**src/rtl/core/srtl_pkg.sv**
```systemverilog
// ----------------------------------------------------------------------------
// srtl_pkg
// Shared types and codes for the sorted range table: command and status
// codes, the stored entry layout, the sequencer states and the compare flags.
// ----------------------------------------------------------------------------
package srtl_pkg;

  localparam int ADDR_W   = 32;
  localparam int TAG_W    = 16;
  localparam int CMD_W    = 2;
  localparam int STATUS_W = 2;

  // Command codes
  localparam logic [CMD_W-1:0] CMD_CLEAR  = 2'd0;
  localparam logic [CMD_W-1:0] CMD_INSERT = 2'd1;
  localparam logic [CMD_W-1:0] CMD_LOOKUP = 2'd2;

  // Status codes
  localparam logic [STATUS_W-1:0] STATUS_OK   = 2'd0;
  localparam logic [STATUS_W-1:0] STATUS_MISS = 2'd1;
  localparam logic [STATUS_W-1:0] STATUS_FULL = 2'd2;

  // One table entry as held in memory
  typedef struct packed {
    logic [ADDR_W-1:0] start;
    logic [ADDR_W-1:0] size;
    logic [TAG_W-1:0]  tag;
  } entry_t;

  localparam int ENTRY_W = $bits(entry_t);

  // Flags from the shared compare unit
  typedef struct packed {
    logic below;   // probe lies under the entry start
    logic beyond;  // probe lies at or past start + size
  } cmp_res_t;

  // Sequencer states
  typedef enum logic [2:0] {
    ST_IDLE,
    ST_READ,
    ST_CMP,
    ST_SHIFT_RD,
    ST_SHIFT_WR,
    ST_PLACE,
    ST_DONE
  } state_t;

endpackage

```
**src/rtl/core/srtl_cmp.sv**
```systemverilog
// ----------------------------------------------------------------------------
// srtl_cmp
// Shared compare unit: places a probe address against one table entry.
// One subtract and two unsigned compares; used on every search step.
// ----------------------------------------------------------------------------
module srtl_cmp (
  input  logic [srtl_pkg::ADDR_W-1:0] probe,
  input  srtl_pkg::entry_t            entry,
  output srtl_pkg::cmp_res_t          res
);

  logic [srtl_pkg::ADDR_W-1:0] offset;

  // Offset wraps modulo 2^32, as the range check expects
  assign offset     = probe - entry.start;
  assign res.below  = (probe < entry.start);
  assign res.beyond = (offset >= entry.size);

endmodule

```
**config.mk**
```make
export PLATFORM = sky130hd
export DESIGN_NAME = srtl_cmp
export DESIGN_NICKNAME = d
export VERILOG_FILES = /design/src/rtl/core/srtl_pkg.sv /design/src/rtl/core/srtl_cmp.sv
export SDC_FILE = /design/constraint.sdc
export NUM_CORES = 1
export LEC_CHECK = 0
export BUFFER_PORTS_ARGS = -buffer_cell sky130_fd_sc_hd__clkbuf_2
export CORE_ASPECT_RATIO = 0.9
export CORE_MARGIN = 5
export CORE_UTILIZATION = 45
export DETAILED_ROUTE_END_ITERATION = 10
export GPL_ROUTABILITY_DRIVEN = 0
export PLACE_DENSITY = 0.8
export SYNTH_ARGS = -nofsm -noshare
export SYNTH_HDL_FRONTEND = slang
export SYNTH_SLANG_ARGS = --single-unit
```
**constraint.sdc**
```tcl
create_clock -name vclk -period 6.7
set_input_delay 1.005 -clock vclk [all_inputs]
set_output_delay 1.005 -clock vclk [all_outputs]
set_load 0.1 [all_outputs]
```
==> impl_metrics.xml <==
<?xml version="1.0" encoding="UTF-8"?>
<metrics>
  <group name="outcome">
    <metric name="status" unit="">complete, no violations</metric>
  </group>
  <group name="power_and_ir_drop">
    <metric name="power_density_cells" unit="mW/mm^2">107</metric>
    <metric name="static-leakage-power" unit="nW">1.99</metric>
    <metric name="vdd_drop_max" unit="mV">0.0451</metric>
  </group>
  <group name="global_route">
    <metric name="grt_start_max_net_pins" unit="">10</metric>
    <metric name="grt_pass1_vias" unit="">2933</metric>
    <metric name="globalRouteTotalUtil" unit="">0.169</metric>
    <metric name="antenna_found_initial" unit="">0</metric>
    <metric name="grt-ovfl-total" unit="">0</metric>
    <metric name="grt_first_pass_wirelength" unit="um">11700</metric>
  </group>
  <group name="critical_path">
    <metric name="end_kind" unit="">output pin</metric>
    <metric name="worst-setup-path-type" unit="">in2out</metric>
    <metric name="cp_data_arrival_time" unit="ns">5.00</metric>
    <metric name="cp_num_buf_inv" unit="">3</metric>
    <metric name="startpoint" unit="">entry[51]</metric>
    <metric name="cpMaxStageDelayCell" unit="">sky130_fd_sc_hd__a211oi_1</metric>
    <metric name="slowest_delay" unit="ns">0.41</metric>
    <metric name="cp-start-kind" unit="">primary input</metric>
    <metric name="critPathMostFrequentCell" unit="">sky130_fd_sc_hd__a21o_1</metric>
    <metric name="worst_ep_required_time" unit="ns">5.69</metric>
    <metric name="critPathTopFamily" unit="">compound AO/OA/AOI/OAI gates</metric>
    <metric name="cp_max_fo" unit="">4</metric>
    <metric name="cp_cell_sequence" unit="">clkbuf_2, inv_1, ha_1, a21o_1, a21oi_1, nand2_1, a211oi_1, o21bai_1, a21o_1, a21oi_1, xnor2_1, ha_1, a21o_1, a21o_1, a21oi_1, nor2_1, a211oi_1, a211o_1, o211ai_1, clkbuf_2</metric>
  </group>
  <group name="sta">
    <metric name="maxSlewViolCount" unit="">0</metric>
    <metric name="final_worst_path_cycle_share" unit="">0.896</metric>
    <metric name="setup_viol_count_final" unit="">0</metric>
    <metric name="final_hold_viol_count" unit="">0</metric>
    <metric name="timing.setup.tns" unit="ns">0</metric>
    <metric name="finalWorstPathRequiredPeriod" unit="ns">6.00</metric>
    <metric name="worst_pin_slew" unit="ns">0.544</metric>
    <metric name="rsz_0062_raised_after_global_routing" unit="">no</metric>
    <metric name="slew_headroom" unit="">0.639</metric>
    <metric name="maxClockFrequency" unit="MHz">167</metric>
  </group>
  <group name="layout">
    <metric name="area_delta_synth_final" unit="%">19.3</metric>
    <metric name="stdcell_area" unit="mm^2">0.00329</metric>
    <metric name="num_antenna_cells" unit="">0</metric>
    <metric name="multi_input_logic_area" unit="mm^2">0.00244</metric>
    <metric name="register_area" unit="um^2">0</metric>
    <metric name="drive_gt1_frac" unit="">0.222</metric>
    <metric name="n_clock_buffer" unit="">0</metric>
    <metric name="final.fill_count" unit="">583</metric>
    <metric name="flops_and_latches" unit="">0</metric>
    <metric name="post_layout_nets" unit="">660</metric>
  </group>
  <group name="placed_design">
    <metric name="place_area" unit="mm^2">0.00329</metric>
    <metric name="port_buffers" unit="">98</metric>
    <metric name="post-dp-hpwl" unit="um">6220</metric>
  </group>
  <group name="floorplan">
    <metric name="initial_utilization" unit="">0.456</metric>
    <metric name="die_area" unit="mm^2">0.00779</metric>
    <metric name="coreArea" unit="mm^2">0.00605</metric>
    <metric name="chipHeight" unit="um">84.2</metric>
    <metric name="boundaryPins" unit="">114</metric>
    <metric name="row_count" unit="">27</metric>
    <metric name="die_width" unit="um">92.5</metric>
  </group>
  <group name="cts">
    <metric name="cts.hold.buffers_added" unit="">0</metric>
    <metric name="cts_resized" unit="">0</metric>
    <metric name="postCtsSetupRepairBufs" unit="">0</metric>
  </group>
  <group name="logic_synthesis">
    <metric name="synth.yosys.seq_area_share" unit="">0</metric>
    <metric name="unique_cell_type_count_in_the_yosys_netlist" unit="">46</metric>
    <metric name="synth_area" unit="mm^2">0.00276</metric>
    <metric name="muxShareOfSynthArea" unit="">0</metric>
    <metric name="synth_area_per_cell" unit="um^2">6.98</metric>
    <metric name="synth_simple_gate_area_frac" unit="">0.160</metric>
    <metric name="synth_warnings" unit="">0</metric>
    <metric name="mappedNetlistNets" unit="">572</metric>
    <metric name="yosys.area_share.xor_xnor" unit="">0.0922</metric>
    <metric name="synth_top_family_by_area" unit="">compound AO/OA/AOI/OAI gates</metric>
    <metric name="synthAdderAreaFrac" unit="">0.298</metric>
    <metric name="synth_compound_gate_area_share" unit="">0.336</metric>
    <metric name="post_synth_inst_count" unit="">395</metric>
  </group>
  <group name="detailed_routing">
    <metric name="route.detailed.wl_per_inst" unit="um">12.5</metric>
    <metric name="drt_wl_total" unit="um">6910</metric>
    <metric name="vias" unit="">3037</metric>
    <metric name="dr.pass1.iters" unit="">4</metric>
    <metric name="first_iter_violations" unit="">111</metric>
    <metric name="route.detailed.drc" unit="">0</metric>
    <metric name="route.antenna.remaining_nets" unit="">0</metric>
    <metric name="routed_via_density" unit="">5.49</metric>
  </group>
  <group name="hold_path">
    <metric name="hold_path_startpoint" unit="">probe[31]</metric>
    <metric name="hp-class" unit="">in2out</metric>
  </group>
  <group name="run">
    <metric name="timing.max_cap.violations" unit="">0</metric>
  </group>
</metrics>
==> power breakdown <==
group | leakage (nW) | internal (W) | switching [W]
Combinational | 1.99 | 0.000156 | 0.000197
Clock | 0 | 0 | 0
Sequential | 0 | 0 | 0
Total | 1.99 | 0.000156 | 0.000197
==> cell usage after synthesis (3+ instances only) <==
master	instances	area [um^2]
sky130_fd_sc_hd__a211o_1	4	35.0
sky130_fd_sc_hd__and4_1	3	26.3
sky130_fd_sc_hd__a211oi_1	4	30.0
sky130_fd_sc_hd__xnor2_1	18	158
sky130_fd_sc_hd__inv_1	71	267
sky130_fd_sc_hd__clkbuf_1	9	33.8
sky130_fd_sc_hd__o21bai_1	5	37.5
sky130_fd_sc_hd__nor3_1	6	30.0
sky130_fd_sc_hd__a21oi_1	36	180
sky130_fd_sc_hd__ha_1	64	801
sky130_fd_sc_hd__buf_2	3	15.0
sky130_fd_sc_hd__nor2b_1	3	18.8
sky130_fd_sc_hd__nand4_1	19	119
sky130_fd_sc_hd__nand2_1	17	63.8
sky130_fd_sc_hd__xor2_1	11	96.3
sky130_fd_sc_hd__nor2_1	23	86.3
sky130_fd_sc_hd__nand3_1	8	40.0
sky130_fd_sc_hd__a21o_1	36	270
sky130_fd_sc_hd__o21ai_0	16	80.1
sky130_fd_sc_hd__o21a_1	5	37.5
sky130_fd_sc_hd__nor4_1	3	18.8
==> worst paths after layout <==
kind	to	cells after the start
setup / recovery	res[0]	20
hold / removal	res[1]	4
==> metrics by stage <==
step	hold WS (ns)	cells	utilization	worst slack [ns]	power, W
4_1_cts	2.69	553	0.544	0.780	0.000352
2_1_floorplan	2.70	395	-	0.783	0.000266
6_report	2.68	553	0.544	0.698	0.000353
3_3_place_gp	2.67	553	0.544	0.816	0.000338
3_5_place_dp	2.68	553	0.544	0.799	0.000349
5_1_grt	2.73	553	0.544	0.538	0.000396
==> layout by cell type (no fill, tap or decap), types with 4 or more instances in the layout <==
| cell | n |
|---|---|
| sky130_fd_sc_hd__nand2_1 | 17 |
| sky130_fd_sc_hd__a21o_1 | 36 |
| sky130_fd_sc_hd__nor2_1 | 23 |
| sky130_fd_sc_hd__xnor2_1 | 18 |
| sky130_fd_sc_hd__nor3_1 | 6 |
| sky130_fd_sc_hd__o21bai_1 | 5 |
| sky130_fd_sc_hd__inv_1 | 71 |
| sky130_fd_sc_hd__clkbuf_2 | 98 |
| sky130_fd_sc_hd__xor2_1 | 11 |
| sky130_fd_sc_hd__nand3_1 | 8 |
| sky130_fd_sc_hd__o21a_1 | 5 |
| sky130_fd_sc_hd__a211oi_1 | 4 |
| sky130_fd_sc_hd__ha_1 | 64 |
| sky130_fd_sc_hd__a211o_1 | 4 |
| sky130_fd_sc_hd__a21oi_1 | 36 |
| sky130_fd_sc_hd__o21ai_0 | 16 |
| sky130_fd_sc_hd__nand4_1 | 19 |
==> tightest hold or removal path, cell delays in order <==
cell	delay, ns
sky130_fd_sc_hd__clkbuf_2	0.08
sky130_fd_sc_hd__ha_1	0.15
sky130_fd_sc_hd__o2bb2ai_1	0.07
sky130_fd_sc_hd__clkbuf_2	0.36
==> cells by family (layout without fill, tap and decap cells) <==
kind of cell | Yosys count | after routing
compound gates | 131 | 131
xor+xnor | 29 | 29
fa+ha+maj | 65 | 65
buf+inv | 83 | 169
simple gates | 87 | 87
==> routing by layer <==
layer	GRT usage	share of wire	up-vias
met5	0	0	-
met4	0.0202	0.0058	0
met3	0.0143	0.060	6
met2	0.303	0.48	84
met1	0.225	0.45	1360
li1	-	-	1587
==> layout make-up <==
type / count / share of cell area
timing repair buffer: 98 / 0.149
inverter: 71 / 0.0811
multi-input combinational: 312 / 0.742
tap: 72 / 0.0274
Note: power is estimated with default switching activity, not from simulation.
